## src/hdl/i2cm_pkg.sv

```systemverilog
package i2cm_pkg;

	// Operation codes of the request channel.
	localparam logic [2:0] OP_TICK  = 3'd0;
	localparam logic [2:0] OP_START = 3'd1;
	localparam logic [2:0] OP_SEND  = 3'd2;
	localparam logic [2:0] OP_RECV  = 3'd3;
	localparam logic [2:0] OP_STOP  = 3'd4;

	// Register map: register index is paddr[2].
	localparam int unsigned PADDR_W = 3;
	localparam logic REG_DELAY_TICKS = 1'b0;
	localparam logic REG_ACK_TIMEOUT = 1'b1;

	// Reset values of the configuration registers.
	localparam logic [9:0] DELAY_TICKS_RESET = 10'd30;
	localparam logic [7:0] ACK_TIMEOUT_RESET = 8'd255;

	// Default depth of the queue between front and back.
	localparam int unsigned QUEUE_DEPTH_DEFAULT = 4;

	// Request as it arrives on the port.
	typedef struct packed {
		logic [2:0] operation;
		logic [7:0] data_byte;
		logic [6:0] target_address;
		logic       read_not_write;
		logic       send_ack_level;
		logic       sda_level;
	} cmd_t;

	// Result as it leaves the block.
	typedef struct packed {
		logic       scl_drive;
		logic       sda_drive;
		logic       busy_res;
		logic       done_res;
		logic       ack_seen;
		logic [7:0] read_byte;
		logic       rejected;
	} res_t;

	// Request class decided by the front end.
	typedef enum logic [2:0] {
		K_TICK,
		K_START,
		K_SEND,
		K_RECV,
		K_STOP
	} kind_t;

	// Classified request carried through the queue.
	typedef struct packed {
		kind_t      kind;
		logic [7:0] tx_byte;
		logic       ack_level;
		logic       sda_level;
	} item_t;

	// Configuration handed to the sequencer.
	typedef struct packed {
		logic [9:0] delay_ticks;
		logic [7:0] ack_timeout;
	} cfg_t;

	// Line sequencer phases.
	typedef enum logic [4:0] {
		PH_IDLE = 5'd0,
		PH_ST0  = 5'd1,
		PH_ST1  = 5'd2,
		PH_ST2  = 5'd3,
		PH_ST3  = 5'd4,
		PH_ST4  = 5'd5,
		PH_ST5  = 5'd6,
		PH_ST6  = 5'd7,
		PH_ST7  = 5'd8,
		PH_TXH  = 5'd9,
		PH_TXL  = 5'd10,
		PH_POLL = 5'd11,
		PH_RXH  = 5'd12,
		PH_RXL  = 5'd13,
		PH_RXA  = 5'd14,
		PH_SP0  = 5'd15,
		PH_SP1  = 5'd16,
		PH_SP2  = 5'd17
	} phase_t;

endpackage

```

## src/hdl/i2c_master_byte_engine.sv

```systemverilog
// I2C master byte engine. Requests on the cmd channel are either commands (start with
// address, send byte, receive byte, stop) or ticks that advance the SCL/SDA sequencer and
// carry the sampled SDA level; every request yields exactly one result on the res channel
// with the line levels, busy, done, acknowledge and read byte after that request. A
// request is accepted in every cycle while the internal queue has room, so the sustained
// rate is one request per clock; a request passes through the classification stage,
// the queue and the sequencer result register. The sequencer executes one request per
// cycle out of the queue while the result register can take it, so a stall on the
// result side only holds the request side once the queue of QUEUE_DEPTH entries is
// full. Each line change lasts delay_ticks ticks (0 behaves as 1); the acknowledge poll
// lasts up to ack_timeout+1 ticks. Registers: delay_ticks at byte address 0, ack_timeout
// at byte address 4; write them only while no command is in progress.
module i2c_master_byte_engine #(
	parameter int unsigned QUEUE_DEPTH = i2cm_pkg::QUEUE_DEPTH_DEFAULT
) (
	input  logic                          clk,
	input  logic                          arst_n,
	input  logic                          cmd_valid,
	output logic                          cmd_stall,
	input  i2cm_pkg::cmd_t                cmd,
	output logic                          res_valid,
	input  logic                          res_stall,
	output i2cm_pkg::res_t                res,
	input  logic                          psel,
	input  logic                          penable,
	input  logic                          pwrite,
	input  logic [i2cm_pkg::PADDR_W-1:0]  paddr,
	input  logic [31:0]                   pwdata,
	output logic [31:0]                   prdata,
	output logic                          pready
);
	import i2cm_pkg::*;

	cfg_t  cfg_q;
	logic  q_full;
	logic  q_push;
	item_t q_push_item;
	logic  q_pop;
	logic  q_valid;
	item_t q_pop_item;
	logic  reg_index;

	// Configuration registers.
	assign pready    = 1'b1;
	assign reg_index = paddr[2];

	always_ff @(posedge clk or negedge arst_n) begin
		if (!arst_n) begin
			cfg_q.delay_ticks <= DELAY_TICKS_RESET;
			cfg_q.ack_timeout <= ACK_TIMEOUT_RESET;
		end else if (psel && penable && pwrite) begin
			case (reg_index)
				REG_DELAY_TICKS: cfg_q.delay_ticks <= pwdata[9:0];
				REG_ACK_TIMEOUT: cfg_q.ack_timeout <= pwdata[7:0];
				default: cfg_q <= cfg_q;
			endcase
		end
	end

	always_comb begin
		case (reg_index)
			REG_DELAY_TICKS: prdata = {22'd0, cfg_q.delay_ticks};
			REG_ACK_TIMEOUT: prdata = {24'd0, cfg_q.ack_timeout};
			default: prdata = '0;
		endcase
	end

	// Front end: accept and classify requests.
	i2cm_front u_front (
		.clk       (clk),
		.arst_n    (arst_n),
		.cmd_valid (cmd_valid),
		.cmd_stall (cmd_stall),
		.cmd       (cmd),
		.q_full    (q_full),
		.q_push    (q_push),
		.q_item    (q_push_item)
	);

	// Queue between front end and sequencer.
	i2cm_queue #(
		.DEPTH (QUEUE_DEPTH)
	) u_queue (
		.clk       (clk),
		.arst_n    (arst_n),
		.push      (q_push),
		.push_item (q_push_item),
		.full      (q_full),
		.pop       (q_pop),
		.pop_valid (q_valid),
		.pop_item  (q_pop_item)
	);

	// Back end: line sequencer and result register.
	i2cm_back u_back (
		.clk       (clk),
		.arst_n    (arst_n),
		.cfg       (cfg_q),
		.q_valid   (q_valid),
		.q_item    (q_pop_item),
		.q_pop     (q_pop),
		.res_valid (res_valid),
		.res_stall (res_stall),
		.res       (res)
	);

endmodule

```

## src/hdl/i2cm_front.sv

```systemverilog
module i2cm_front (
	input  logic          clk,
	input  logic          arst_n,
	input  logic          cmd_valid,
	output logic          cmd_stall,
	input  i2cm_pkg::cmd_t cmd,
	input  logic          q_full,
	output logic          q_push,
	output i2cm_pkg::item_t q_item
);
	import i2cm_pkg::*;

	logic  valid_s1;
	item_t item_s1;
	item_t item_dec;

	// Classify the request and prepare the byte that will be shifted out.
	always_comb begin
		item_dec.ack_level = cmd.send_ack_level;
		item_dec.sda_level = cmd.sda_level;
		item_dec.tx_byte   = cmd.data_byte;
		case (cmd.operation)
			OP_START: begin
				item_dec.kind    = K_START;
				item_dec.tx_byte = {cmd.target_address, cmd.read_not_write};
			end
			OP_SEND: item_dec.kind = K_SEND;
			OP_RECV: item_dec.kind = K_RECV;
			OP_STOP: item_dec.kind = K_STOP;
			default: item_dec.kind = K_TICK;
		endcase
	end

	// The stage holds while the queue is full.
	assign cmd_stall = valid_s1 && q_full;
	assign q_push    = valid_s1 && !q_full;
	assign q_item    = item_s1;

	always_ff @(posedge clk or negedge arst_n) begin
		if (!arst_n) begin
			valid_s1 <= 1'b0;
		end else if (!cmd_stall) begin
			valid_s1 <= cmd_valid;
		end
	end

	always_ff @(posedge clk) begin
		if (!cmd_stall && cmd_valid) begin
			item_s1 <= item_dec;
		end
	end

endmodule

```

## src/hdl/i2cm_queue.sv

```systemverilog
module i2cm_queue #(
	parameter int unsigned DEPTH = i2cm_pkg::QUEUE_DEPTH_DEFAULT
) (
	input  logic            clk,
	input  logic            arst_n,
	input  logic            push,
	input  i2cm_pkg::item_t push_item,
	output logic            full,
	input  logic            pop,
	output logic            pop_valid,
	output i2cm_pkg::item_t pop_item
);
	import i2cm_pkg::*;

	localparam int unsigned PW = $clog2(DEPTH);
	localparam int unsigned CW = $clog2(DEPTH + 1);
	localparam logic [PW-1:0] LAST = PW'(DEPTH - 1);

	item_t         mem_q [DEPTH];
	logic [PW-1:0] wr_ptr_q;
	logic [PW-1:0] rd_ptr_q;
	logic [CW-1:0] count_q;

	assign full      = (count_q == CW'(DEPTH));
	assign pop_valid = (count_q != '0);
	assign pop_item  = mem_q[rd_ptr_q];

	// Pointers wrap at the depth, which need not be a power of two.
	always_ff @(posedge clk or negedge arst_n) begin
		if (!arst_n) begin
			wr_ptr_q <= '0;
			rd_ptr_q <= '0;
			count_q  <= '0;
		end else begin
			if (push) begin
				wr_ptr_q <= (wr_ptr_q == LAST) ? '0 : wr_ptr_q + 1'b1;
			end
			if (pop) begin
				rd_ptr_q <= (rd_ptr_q == LAST) ? '0 : rd_ptr_q + 1'b1;
			end
			if (push && !pop) begin
				count_q <= count_q + 1'b1;
			end else if (pop && !push) begin
				count_q <= count_q - 1'b1;
			end
		end
	end

	always_ff @(posedge clk) begin
		if (push) begin
			mem_q[wr_ptr_q] <= push_item;
		end
	end

endmodule

```

## src/hdl/i2cm_back.sv

```systemverilog
module i2cm_back (
	input  logic            clk,
	input  logic            arst_n,
	input  i2cm_pkg::cfg_t  cfg,
	input  logic            q_valid,
	input  i2cm_pkg::item_t q_item,
	output logic            q_pop,
	output logic            res_valid,
	input  logic            res_stall,
	output i2cm_pkg::res_t  res
);
	import i2cm_pkg::*;

	// Sequencer state.
	phase_t     phase_q;
	logic [3:0] bit_index_q;
	logic [7:0] shift_q;
	logic [9:0] delay_q;
	logic [7:0] timeout_q;
	logic       scl_q;
	logic       sda_q;
	logic       ack_q;
	logic       ack_to_send_q;
	logic [7:0] read_q;

	// Result register.
	logic res_valid_q;
	res_t res_q;

	// Next values.
	phase_t     phase_d;
	logic [3:0] bit_index_d;
	logic [7:0] shift_d;
	logic [9:0] delay_d;
	logic [7:0] timeout_d;
	logic       scl_d;
	logic       sda_d;
	logic       ack_d;
	logic       ack_to_send_d;
	logic [7:0] read_d;
	logic       done_d;

	// Step decisions.
	logic       enter;
	logic       rej;
	logic       expire;
	logic       count_down;
	logic       poll_end;
	logic       poll_wait;
	logic [3:0] bit_inc;

	assign bit_inc = bit_index_q + 4'd1;

	// One request is executed per cycle whenever the result register can take it.
	assign q_pop     = q_valid && (!res_valid_q || !res_stall);
	assign res_valid = res_valid_q;
	assign res       = res_q;

	// Next phase and the kind of step taken.
	always_comb begin
		phase_d    = phase_q;
		enter      = 1'b0;
		rej        = 1'b0;
		expire     = 1'b0;
		count_down = 1'b0;
		poll_end   = 1'b0;
		poll_wait  = 1'b0;
		if (q_pop) begin
			if (q_item.kind != K_TICK) begin
				if (phase_q != PH_IDLE) begin
					rej = 1'b1;
				end else begin
					enter = 1'b1;
					case (q_item.kind)
						K_START: phase_d = PH_ST0;
						K_SEND:  phase_d = PH_TXH;
						K_RECV:  phase_d = PH_RXH;
						K_STOP:  phase_d = PH_SP0;
						default: phase_d = PH_IDLE;
					endcase
				end
			end else if (phase_q == PH_IDLE) begin
				phase_d = PH_IDLE;
			end else if (phase_q == PH_POLL) begin
				if (!q_item.sda_level || timeout_q == '0) begin
					poll_end = 1'b1;
					phase_d  = PH_IDLE;
				end else begin
					poll_wait = 1'b1;
				end
			end else if (delay_q > 10'd1) begin
				count_down = 1'b1;
			end else begin
				expire = 1'b1;
				enter  = 1'b1;
				case (phase_q)
					PH_ST0: phase_d = PH_ST1;
					PH_ST1: phase_d = PH_ST2;
					PH_ST2: phase_d = PH_ST3;
					PH_ST3: phase_d = PH_ST4;
					PH_ST4: phase_d = PH_ST5;
					PH_ST5: phase_d = PH_ST6;
					PH_ST6: phase_d = PH_ST7;
					PH_ST7: phase_d = PH_TXH;
					PH_TXH: phase_d = PH_TXL;
					PH_TXL: phase_d = bit_inc[3] ? PH_POLL : PH_TXH;
					PH_RXH: phase_d = PH_RXL;
					PH_RXL: phase_d = bit_inc[3] ? PH_RXA : PH_RXH;
					PH_SP0: phase_d = PH_SP1;
					PH_SP1: phase_d = PH_SP2;
					default: begin
						phase_d = PH_IDLE;
						enter   = 1'b0;
					end
				endcase
			end
		end
	end

	// Line levels, counters and shift register for the chosen step.
	always_comb begin
		bit_index_d   = bit_index_q;
		shift_d       = shift_q;
		delay_d       = delay_q;
		timeout_d     = timeout_q;
		scl_d         = scl_q;
		sda_d         = sda_q;
		ack_d         = ack_q;
		ack_to_send_d = ack_to_send_q;
		read_d        = read_q;
		done_d        = 1'b0;

		// Load the new command.
		if (enter && !expire) begin
			case (q_item.kind)
				K_START: shift_d = q_item.tx_byte;
				K_SEND: begin
					shift_d     = q_item.tx_byte;
					bit_index_d = '0;
				end
				K_RECV: begin
					sda_d         = 1'b1;
					shift_d       = '0;
					bit_index_d   = '0;
					ack_to_send_d = q_item.ack_level;
				end
				default: shift_d = shift_q;
			endcase
		end

		// Acknowledge polling.
		if (poll_end) begin
			ack_d  = q_item.sda_level;
			scl_d  = 1'b0;
			done_d = 1'b1;
		end
		if (poll_wait) begin
			timeout_d = timeout_q - 8'd1;
		end
		if (count_down) begin
			delay_d = delay_q - 10'd1;
		end

		// Work done at the end of a timed step.
		if (expire) begin
			delay_d = '0;
			case (phase_q)
				PH_ST7: bit_index_d = '0;
				PH_TXL: bit_index_d = bit_inc;
				PH_RXH: shift_d = {shift_q[6:0], q_item.sda_level};
				PH_RXL: bit_index_d = bit_inc;
				PH_RXA: begin
					scl_d  = 1'b0;
					read_d = shift_q;
					done_d = 1'b1;
				end
				PH_SP2: begin
					sda_d  = 1'b1;
					done_d = 1'b1;
				end
				default: done_d = 1'b0;
			endcase
		end

		// Line change on entering a phase.
		if (enter) begin
			delay_d = cfg.delay_ticks;
			case (phase_d)
				PH_ST0: sda_d = 1'b1;
				PH_ST1: scl_d = 1'b1;
				PH_ST2: sda_d = 1'b0;
				PH_ST5: scl_d = 1'b0;
				PH_TXH: begin
					sda_d = shift_d[7];
					scl_d = 1'b1;
				end
				PH_TXL: begin
					shift_d = {shift_d[6:0], 1'b0};
					scl_d   = 1'b0;
				end
				PH_POLL: begin
					sda_d     = 1'b1;
					scl_d     = 1'b1;
					timeout_d = cfg.ack_timeout;
				end
				PH_RXH: scl_d = 1'b1;
				PH_RXL: scl_d = 1'b0;
				PH_RXA: begin
					sda_d = ack_to_send_d;
					scl_d = 1'b1;
				end
				PH_SP0: sda_d = 1'b0;
				PH_SP1: scl_d = 1'b1;
				default: scl_d = scl_d;
			endcase
		end
	end

	// Sequencer state updates once per executed request.
	always_ff @(posedge clk or negedge arst_n) begin
		if (!arst_n) begin
			phase_q       <= PH_IDLE;
			bit_index_q   <= '0;
			shift_q       <= '0;
			delay_q       <= '0;
			timeout_q     <= '0;
			scl_q         <= 1'b1;
			sda_q         <= 1'b1;
			ack_q         <= 1'b1;
			ack_to_send_q <= 1'b1;
			read_q        <= '0;
		end else if (q_pop) begin
			phase_q       <= phase_d;
			bit_index_q   <= bit_index_d;
			shift_q       <= shift_d;
			delay_q       <= delay_d;
			timeout_q     <= timeout_d;
			scl_q         <= scl_d;
			sda_q         <= sda_d;
			ack_q         <= ack_d;
			ack_to_send_q <= ack_to_send_d;
			read_q        <= read_d;
		end
	end

	// Result register valid flag.
	always_ff @(posedge clk or negedge arst_n) begin
		if (!arst_n) begin
			res_valid_q <= 1'b0;
		end else if (q_pop) begin
			res_valid_q <= 1'b1;
		end else if (!res_stall) begin
			res_valid_q <= 1'b0;
		end
	end

	// Result payload.
	always_ff @(posedge clk) begin
		if (q_pop) begin
			res_q.scl_drive <= scl_d;
			res_q.sda_drive <= sda_d;
			res_q.busy_res  <= (phase_d != PH_IDLE);
			res_q.done_res  <= done_d;
			res_q.ack_seen  <= ack_d;
			res_q.read_byte <= read_d;
			res_q.rejected  <= rej;
		end
	end

endmodule

```

## config.mk

```make
export PLATFORM = sky130hd
export DESIGN_NAME = i2c_master_byte_engine
export DESIGN_NICKNAME = d
export VERILOG_FILES = /design/src/hdl/i2cm_pkg.sv /design/src/hdl/i2c_master_byte_engine.sv /design/src/hdl/i2cm_front.sv /design/src/hdl/i2cm_queue.sv /design/src/hdl/i2cm_back.sv
export SDC_FILE = /design/constraint.sdc
export NUM_CORES = 1
export LEC_CHECK = 0
export ABC_AREA = 1
export BUFFER_PORTS_ARGS = -buffer_cell sky130_fd_sc_hd__buf_2
export CAP_MARGIN = 20
export CORE_MARGIN = 3
export CORE_UTILIZATION = 55
export DETAILED_ROUTE_END_ITERATION = 6
export PLACE_DENSITY = 0.81
export RECOVER_POWER = 50
export SLEW_MARGIN = 20
export SYNTH_ARGS = -nofsm -noshare
export SYNTH_HDL_FRONTEND = slang
export SYNTH_SLANG_ARGS = --single-unit
```

## constraint.sdc

```tcl
create_clock -name clk -period 4 [get_ports clk]
set_clock_uncertainty 0.05 [all_clocks]
set_input_delay 0.2 -clock clk [delete_from_list [all_inputs] [get_ports clk]]
set_output_delay 0.2 -clock clk [all_outputs]
set_load 0.03 [all_outputs]
```

==> results.yml, run 1 <==
run_status:
  status: "complete, but fails checks"
  violations: "max-capacitance violations, max-slew violations"
finish:
  fill_cells: 1108
  final-instance-count-excl-fill: 1157
  area.growth.synth_to_final_pct: 14.14
  num_antenna_cells: 0
  nNetsFinal: 1039
  drive_gt1_share_pct: 16.89
clocking:
  numCtsBuffers: 17
  post_cts_resized: 0
  post-cts-setup-buffer-count: 0
  clockBufferDepth: 2
  htreeDepth: 4
  hold_buffers: 17
  cts_sinks: 153
  root_buffer: "clkbuf_16"
  clk_latency_ns: 0.43
  cts_tree: "built"
  clk_pin_slew_ns: 0.06
setup_path:
  crit_chain: "inv_1 > nand3_1 > nand2_2 > nand2_2 > nor2_4 > nand2_2 > nor3_4 > nand2_1 > a31oi_1 > nand2_1 > nand3_1 > nand2_1 > nand2_1"
  crit_start: "u_queue.rd_ptr_q[1]"
  cp_num_buf_inv: 1
  worst_r2r_endpoint: "u_back.res[12]"
  crit_top_cell: "nand2_1"
  cp_num_cells: 13
  startpoint_type: "register"
  required_ns: 4.25
  path_delay_family: "simple AND/OR/NAND/NOR gates"
  cp_max_fo: 17
  arrival_ns: 3.63
  end_kind: "register"
  crit_slowest_cell: "dfrtp_1"
  r2r_cells: 13
  r2r_slack_ns: 0.62
  crit_type: "register to register"
  max_stage_delay_ns: 0.58
  endpoint: "u_back.res[12]"
  r2r_start: "u_queue.rd_ptr_q[1]"
sta:
  whs_ns: 0.01546
  period_needed_ns: 3.382
  worst_pin_slew_ns: 1.892
  grt_setup_unrepaired: "false"
  hold_viol_final: 0
  finalCritPeriodShare_pct: 84.56
  fmax_mhz: 295.7
  finalMaxSlewViolations: 75
  fin_setup_tns_ns: 0
  relSlewSlack_pct: -26.13
  finalSetupViolCount: 0
flow_run:
  drv_cap: 1
route:
  vias_per_cell: 5.402
  drc: 0
  first_pass_iters: 5
  wirelength_mm: 17.04
  drtAntennaViolNets: 0
  wire_per_inst_um: 14.73
  vias: 6250
  dr.first_iter.drc_count: 572
global_routing:
  grt_pass1_wl_mm: 28.19
  grt_start_max_net_pins: 75
  antenna_found_initial: 0
  grt_pass1_vias: 5786
  grt-ovfl-total: 0
  grtUsageTotal_pct: 21.95
placed_design:
  dp_cells: 1109
  io_buffers: 64
  place_congestion: 0.9282
  place_hpwl_mm: 11.88
floorplan:
  core_area_mm2: 0.01404
  initial_utilization_pct: 57.01
  num_rows: 43
  design.die.area_mm2: 0.01604
  die_h_um: 126.6
  pin_count: 112
  die_w_um: 126.6
pwr:
  leakagePower_nw: 4.153
  total_power_mw: 6.700
  pwr-share-seq_pct: 36.7
  ir_drop_mv: 0.5104
  switching_share_pct: 42.50
  p_switching_mw: 2.847
  comb_power_share_pct: 40.5
  pwr-share-clk_pct: 22.8
  powerDensity_mw_per_mm2: 733.2
  p_int_mw: 3.853
logic_synthesis:
  ys_seq_area_share_pct: 53.02
  yosys_warnings: 0
  syn_inst: 879
  synthTopCellsByArea: "edfxtp_1 30%, dfrtp_1 18%, nand2_1 9.8%"
  synth_edf_count: 79
  synth_ff_type: "edfxtp_1"
  avgSynthCellArea_um2: 9.107
  synthTopCellsByCount: "210 x nand2_1, 94 x nor2_1, 79 x edfxtp_1"
  synth_cell_types: 49
  synth_top_cell_by_area: "edfxtp_1"
  syn_area_mm2: 0.008005
  async_reset_ff_share_pct: 48.37
  yosysTopAreaCellShare_pct: 29.63
  ys_ff_latch: 153
  synth_most_common_cell: "nand2_1"
hold_path:
  min_path_type: "primary input to register"
## how the worst min path moves through the flow
stage               startpoint                end  slack (ns)  cells past startpoint
floorplan               arst_n          cfg_q[13]       -0.15                      0
global placement        cmd[0]  u_front.q_item[0]        0.33                      1
detailed placement      cmd[1]  u_front.q_item[1]        0.33                      1
CTS                     cmd[6]  u_front.q_item[6]       0.001                      2
global route           cmd[15]  u_front.q_item[7]       0.007                      2
finish                  cmd[6]  u_front.q_item[6]        0.02                      2
## logic make-up after synthesis
kind of cell               after synthesis  synth area share (%)
other                                    2               0.09381
adders and majority gates               11                 1.813
buffers and inverters                  124                 7.127
and+or+nand+nor                        413                 22.85
DFF                                    153                 53.02
AOI/OAI and AO/OA                      134                 9.753
muxes                                   24                 3.376
xor gates and xnor gates                18                 1.969
## worst register-to-register path, stage by stage (launching register included)
cell	delay, ns
dfrtp_1	0.58
inv_1	0.49
nand3_1	0.16
nand2_2	0.18
nand2_2	0.10
nor2_4	0.17
nand2_2	0.13
nor3_4	0.25
nand2_1	0.35
a31oi_1	0.41
nand2_1	0.11
nand3_1	0.10
nand2_1	0.08
nand2_1	0.08
## metal layers
metal	vias up	share of wire [%]	GRT usage, %
met3	30	5.9	4.758
met2	217	47	34.43
met1	2934	46	30.91
met5	-	0	0
met4	0	1.7	6.751
li1	3069	-	-
## cell type report
| cell class | count | area, um^2 | area share (%) |
|---|---|---|---|
| inverter | 82 | 310.3 | 3.396 |
| sequential | 153 | 4244 | 46.45 |
| timing repair buffer | 88 | 521.8 | 5.710 |
| multi-input combinational | 623 | 3274 | 35.83 |
| clock inverter | 13 | 132.6 | 1.451 |
| tap | 180 | 225.2 | 2.465 |
| clock buffer | 18 | 429.2 | 4.697 |
## sequential cells by signal (all words and copies together) (netlist names)
signal                cells
u_queue.mem_q            52
cfg_q                    18
u_back.res               14
u_front.q_item           13
u_back.delay_q           10
u_back.read_q             8
u_back.shift_q            8
u_back.timeout_q          8
u_back.phase_q            5
u_back.bit_index_q        4
u_queue.count_q           3
u_queue.rd_ptr_q          2
u_queue.wr_ptr_q          2
u_back.ack_q              1
u_back.ack_to_send_q      1
u_back.res_valid          1
u_back.scl_q              1
u_back.sda_q              1
u_front.valid_s1          1
## placed cells by master (no fill, tap or decap), types with 9 or more instances in the layout
master,instances
clkbuf_1,18
nand2_1,210
o22ai_1,9
conb_1,23
clkbuf_16,17
nor3_1,10
dfrtp_1,58
nor2_1,92
ha_1,10
dfstp_2,11
o21ai_0,62
inv_1,72
edfxtp_1,79
nand2_2,13
o21ai_1,15
inv_2,9
mux2_2,22
buf_2,46
a21oi_1,24
nand3_1,59
dlygate4sd3_1,17
xor2_1,14
## through the flow
stage	utilization (%)	area (um^2)	worst slack (ns)
finish	65.07	9138	0.6177
global route	65.07	9138	0.3449
detailed placement	60.03	8429	0.6889
CTS	65.24	9161	0.6592
floorplan	-	8084	1.644
global placement	59.99	8424	0.7596
## power groups by stage
stage	Combinational, mW	Sequential (mW)	Clock (mW)
6_report	2.71	2.46	1.53
3_5_place_dp	2.68	2.47	0
4_1_cts	2.72	2.45	1.55
3_3_place_gp	2.61	2.46	0
5_1_grt	3.04	2.51	1.63
2_1_floorplan	2.01	2.48	0
No activity file was read; power rests on OpenSTA's default activity.
==> run 2, diff against run 1 <==
Clock period 4 ns to 3.15 ns, I/O delays scaled along.
==> results.yml, run 2 (same netlist as run 1, synthesis figures left out) <==
sta:
  finalCritPeriodShare_pct: 89.32
  fin_ws_ns: 0.3365
  relSlewSlack_pct: -23.84
  fin_setup_tns_ns: 0
  period_needed_ns: 2.814
  finalSetupViolCount: 0
  whs_ns: 0.03277
  hold_viol_final: 0
  worst_pin_slew_ns: 1.858
  fmax_mhz: 355.4
  finalMaxSlewViolations: 75
  grt_setup_unrepaired: "false"
setup_path:
  startpoint_type: "register"
  worst_r2r_endpoint: "u_back.res[7]"
  end_kind: "register"
  max_stage_delay_ns: 0.42
  r2r_slack_ns: 0.34
  r2r_start: "u_queue.rd_ptr_q[0]"
  required_ns: 3.27
  cp_num_buf_inv: 3
  crit_slowest_cell: "dfrtp_1"
  crit_type: "register to register"
  r2r_cells: 13
  crit_top_cell: "nand2_2"
  cp_max_fo: 20
  arrival_ns: 2.94
  path_delay_family: "simple AND/OR/NAND/NOR gates"
  crit_chain: "buf_4 > nand2_1 > nand3_1 > nand2_2 > nand2_2 > nor2_4 > nand2_2 > nor2_1 > nand2_1 > inv_1 > nand3_1 > buf_4 > mux2_2"
finish:
  mostFrequentLayoutCell: "nand2_1"
  drive_gt1_share_pct: 16.85
  largest_register_ffs: 52
  final_cell_mix: "210 x nand2_1, 93 x nor2_1, 79 x edfxtp_1"
  seq_area_mm2: 0.004244
  nNetsFinal: 1064
  num_antenna_cells: 0
  multi_input_area_mm2: 0.003272
  fill_cells: 1093
  regMostFlops: "u_queue.mem_q"
  area.growth.synth_to_final_pct: 17.01
  fin_area_mm2: 0.009366
floorplan:
  design.die.area_mm2: 0.01604
  die_w_um: 126.6
  initial_utilization_pct: 57.01
  die_h_um: 126.6
  pin_count: 112
  num_rows: 43
  core_area_mm2: 0.01404
hold_path:
  hp-start: "cmd[18]"
  min_path_type: "primary input to register"
  whs_path_depth: 3
  holdPathEnd: "u_front.q_item[10]"
placed_design:
  dpl_cell_area_mm2: 0.008484
  io_buffers: 64
  dp_slack_ns: 0.3671
  place_congestion: 0.9098
  place_hpwl_mm: 11.79
clocking:
  cts_sinks: 153
  clk_latency_ns: 0.43
  htreeDepth: 4
  cts_tree: "built"
  clk_pin_slew_ns: 0.06
  numCtsBuffers: 17
  clockBufferDepth: 2
  post-cts-setup-buffer-count: 0
  root_buffer: "clkbuf_16"
route:
  first_pass_iters: 6
  wl_met3_mm: 1.067
  dr.first_iter.drc_count: 583
  drt-met1-wl_mm: 7.567
  vias: 6314
  vias_per_cell: 5.337
  wire_per_inst_um: 14.88
  wirelength_mm: 17.60
  met2WireLength_mm: 8.661
  drtAntennaViolNets: 0
  drc: 0
  highest_layer: "met4"
global_routing:
  grt_start_max_net_pins: 75
  grt-ovfl-total: 0
  antenna_found_initial: 0
  grt_pass1_vias: 5898
  grtUsageTotal_pct: 22.91
  grt_pass1_wl_mm: 29.08
pwr:
  powerDensity_mw_per_mm2: 916.0
  ir_drop_mv: 0.4729
  leakagePower_nw: 4.261
flow_run:
  drv_cap: 1
run_status:
  violations: "max-capacitance violations, max-slew violations"
  status: "complete, but fails checks"
## run 2: timing repair
item,4_1_cts,5_1_grt
gates resized for setup,0,1
hold buffers,34,0
endpoints found under the hold margin,91,0
endpoints found under the setup margin,0,1
## run 2: stage by stage
stage               power, mW  std cells  util, %
global route            9.169       1183    66.70
detailed placement      6.567       1117    60.42
floorplan               5.704        900        -
finish                  8.579       1183    66.70
global placement        6.472       1117    60.42
CTS                     8.578       1183    66.86
## run 2: layer usage
layer | vias to the layer above | GRT usage (%)
met4 | 0 | 8.580
met5 | - | 0
met3 | 30 | 4.295
met1 | 2937 | 30.88
li1 | 3118 | -
met2 | 229 | 37.20
## run 2: worst max-delay path by stage
stage / cells after the start / slack (ns) / from / end
after floorplan: 17 / 0.79 / u_back.delay_q[0] / u_back.res[12]
after global routing: 17 / 0.03 / u_queue.rd_ptr_q[0] / u_back.res[12]
after CTS: 17 / 0.32 / u_back.delay_q[0] / u_back.res[12]
after global placement: 17 / 0.39 / u_back.delay_q[0] / u_back.res[12]
after detailed placement: 17 / 0.37 / u_back.delay_q[0] / u_back.res[12]
final: 13 / 0.34 / u_queue.rd_ptr_q[0] / u_back.res[7]
## run 2: power by group
| part | switching [mW] | internal (mW) |
|---|---|---|
| Combinational | 2.40 | 1.12 |
| Sequential | 0.370 | 2.73 |
| Clock | 0.857 | 1.11 |
## run 2: worst reg2reg max path, cell delays in order, from the launching register on
cell	delay, ns
dfrtp_1	0.42
buf_4	0.22
nand2_1	0.09
nand3_1	0.10
nand2_2	0.17
nand2_2	0.10
nor2_4	0.15
nand2_2	0.13
nor2_1	0.22
nand2_1	0.16
inv_1	0.15
nand3_1	0.09
buf_4	0.21
mux2_2	0.30
## run 2: cell type report
| class | count | area share (%) |
|---|---|---|
| multi-input cells | 623 | 34.93 |
| inverters | 82 | 3.313 |
| clock inverters | 14 | 1.443 |
| well taps | 180 | 2.404 |
| repair buffers | 113 | 8.015 |
| flip-flops and latches | 153 | 45.31 |
| clock buffers | 18 | 4.582 |
==> run 3, diff against run 2 <==
Settings changed: PLACE_DENSITY 0.81 to 0.77.
==> results.yml, run 3 (same netlist as run 1, synthesis figures left out) <==
sta:
  fin_ws_ns: 0.3208
  finalCritPeriodShare_pct: 89.81
  finalMaxSlewViolations: 75
  finalSetupViolCount: 0
  worst_pin_slew_ns: 1.866
  whs_ns: 0.01234
  grt_setup_unrepaired: "false"
  hold_viol_final: 0
  fin_setup_tns_ns: 0
  fmax_mhz: 353.5
  relSlewSlack_pct: -24.38
  period_needed_ns: 2.829
pwr:
  leakagePower_nw: 4.275
  powerDensity_mw_per_mm2: 916.3
  ir_drop_mv: 0.6187
global_routing:
  grtUsageTotal_pct: 22.48
  grt_pass1_vias: 5980
  grt_pass1_wl_mm: 28.59
  grt-ovfl-total: 0
  antenna_found_initial: 0
  grt_start_max_net_pins: 75
floorplan:
  die_h_um: 126.6
  num_rows: 43
  core_area_mm2: 0.01404
  pin_count: 112
  die_w_um: 126.6
  design.die.area_mm2: 0.01604
  initial_utilization_pct: 57.01
setup_path:
  path_delay_family: "simple AND/OR/NAND/NOR gates"
  required_ns: 3.28
  crit_slowest_cell: "dfrtp_1"
  crit_type: "register to register"
  startpoint_type: "register"
  end_kind: "register"
  cp_max_fo: 5
  cp_num_buf_inv: 3
  arrival_ns: 2.96
  crit_top_cell: "nand2_1"
  crit_chain: "inv_1 > ha_1 > o21ai_0 > inv_1 > nand2_1 > nor2_1 > nand2_1 > a21oi_1 > inv_1 > nand2_2 > nand2_2 > nor2_1 > nand2_1 > nand3_1 > nand2_1 > nand2_1 > nand2_1"
  max_stage_delay_ns: 0.38
finish:
  regMostFlops: "u_queue.mem_q"
  mostFrequentLayoutCell: "nand2_1"
  nNetsFinal: 1064
  num_antenna_cells: 0
  drive_gt1_share_pct: 17.15
  final_cell_mix: "210 x nand2_1, 94 x nor2_1, 79 x edfxtp_1"
  largest_register_ffs: 52
  area.growth.synth_to_final_pct: 17.33
run_status:
  status: "complete, but fails checks"
  violations: "max-capacitance violations, max-slew violations"
clocking:
  clk_latency_ns: 0.43
  cts_tree: "built"
  clk_pin_slew_ns: 0.07
  root_buffer: "clkbuf_16"
  numCtsBuffers: 17
  htreeDepth: 4
  cts_sinks: 153
  clockBufferDepth: 2
  post-cts-setup-buffer-count: 0
route:
  vias_per_cell: 5.366
  wirelength_mm: 17.22
  dr.first_iter.drc_count: 470
  vias: 6348
  wire_per_inst_um: 14.56
  drtAntennaViolNets: 0
  drc: 0
  first_pass_iters: 5
hold_path:
  min_path_type: "primary input to register"
placed_design:
  place_congestion: 0.9071
  place_hpwl_mm: 11.42
  dp_slack_ns: 0.3338
  io_buffers: 64
flow_run:
  drv_cap: 1
[run 3: cell count changes in the layout (fill, tap and decap cells not counted), moves of 2 or more]
cell,previous run,this run
inv_6,7,5
clkinv_8,0,3
clkinv_4,2,0
clkinv_1,2,0
inv_8,1,6
[run 3: layout make-up]
| cell class | instances | area (um^2) |
|---|---|---|
| Fill cell | 1127 | 4649 |
| Tap cell | 180 | 225.2 |
| Timing Repair Buffer | 113 | 749.5 |
| Multi-Input combinational cell | 623 | 3269 |
| Clock inverter | 15 | 165.2 |
| Sequential cell | 153 | 4244 |
| Inverter | 82 | 314.1 |
| Clock buffer | 17 | 425.4 |
[run 3: worst paths after layout]
| kind | start | end | slack, ns | cells after the start |
|---|---|---|---|---|
| worst min-delay path | cmd[18] | u_front.q_item[10] | 0.01 | 3 |
| worst min register to register | u_back.read_q[1] | u_back.read_q[1] | 0.44 | 2 |
| min in group asynchronous | arst_n | u_back.bit_index_q[1] | 0.74 | 2 |
| worst max-delay path | u_back.delay_q[0] | u_back.res[12] | 0.32 | 17 |
| worst max register to register | u_back.delay_q[0] | u_back.res[12] | 0.32 | 17 |
| max in group asynchronous | arst_n | u_queue.count_q[1] | 1.22 | 2 |
[run 3: per-layer routing]
metal,vias up,wire [um],global-route usage [%]
met2,216,8233,35.90
met3,44,1042,5.011
li1,3109,-,-
met4,0,456,8.580
met1,2979,7490,30.27
met5,-,0,0
[run 3: timing repair]
action | CTS | global route
setup endpoints to repair | 0 | 1
gates resized for setup | 0 | 1
hold buffers | 34 | 0
hold endpoints to repair | 91 | 0
[run 3: metrics by stage]
| stage | utilization [%] | total power, mW | instance area (um^2) | std cells |
|---|---|---|---|---|
| floorplan | - | 5.704 | 8084 | 900 |
| global placement | 60.42 | 6.483 | 8484 | 1117 |
| detailed placement | 60.42 | 6.561 | 8484 | 1117 |
| CTS | 67.05 | 8.624 | 9415 | 1183 |
| global route | 66.89 | 9.231 | 9393 | 1183 |
| finish | 66.89 | 8.606 | 9393 | 1183 |
[run 3: report_power, final]
group	internal [mW]	total, mW	switching, mW	leakage, nW
clock	1.07	2.00	0.934	0.293
sequential	2.73	3.09	0.363	1.65
combinational	1.11	3.51	2.41	2.33
[run 3: worst reg2reg max path, delay by kind of cell (launching register included)]
kind	cells	cell delay (ns)
DFF	1	0.38
buffers and inverters	3	0.34
AOI/OAI and AO/OA	2	0.36
adders and majority gates	1	0.26
and+or+nand+nor	11	1.17
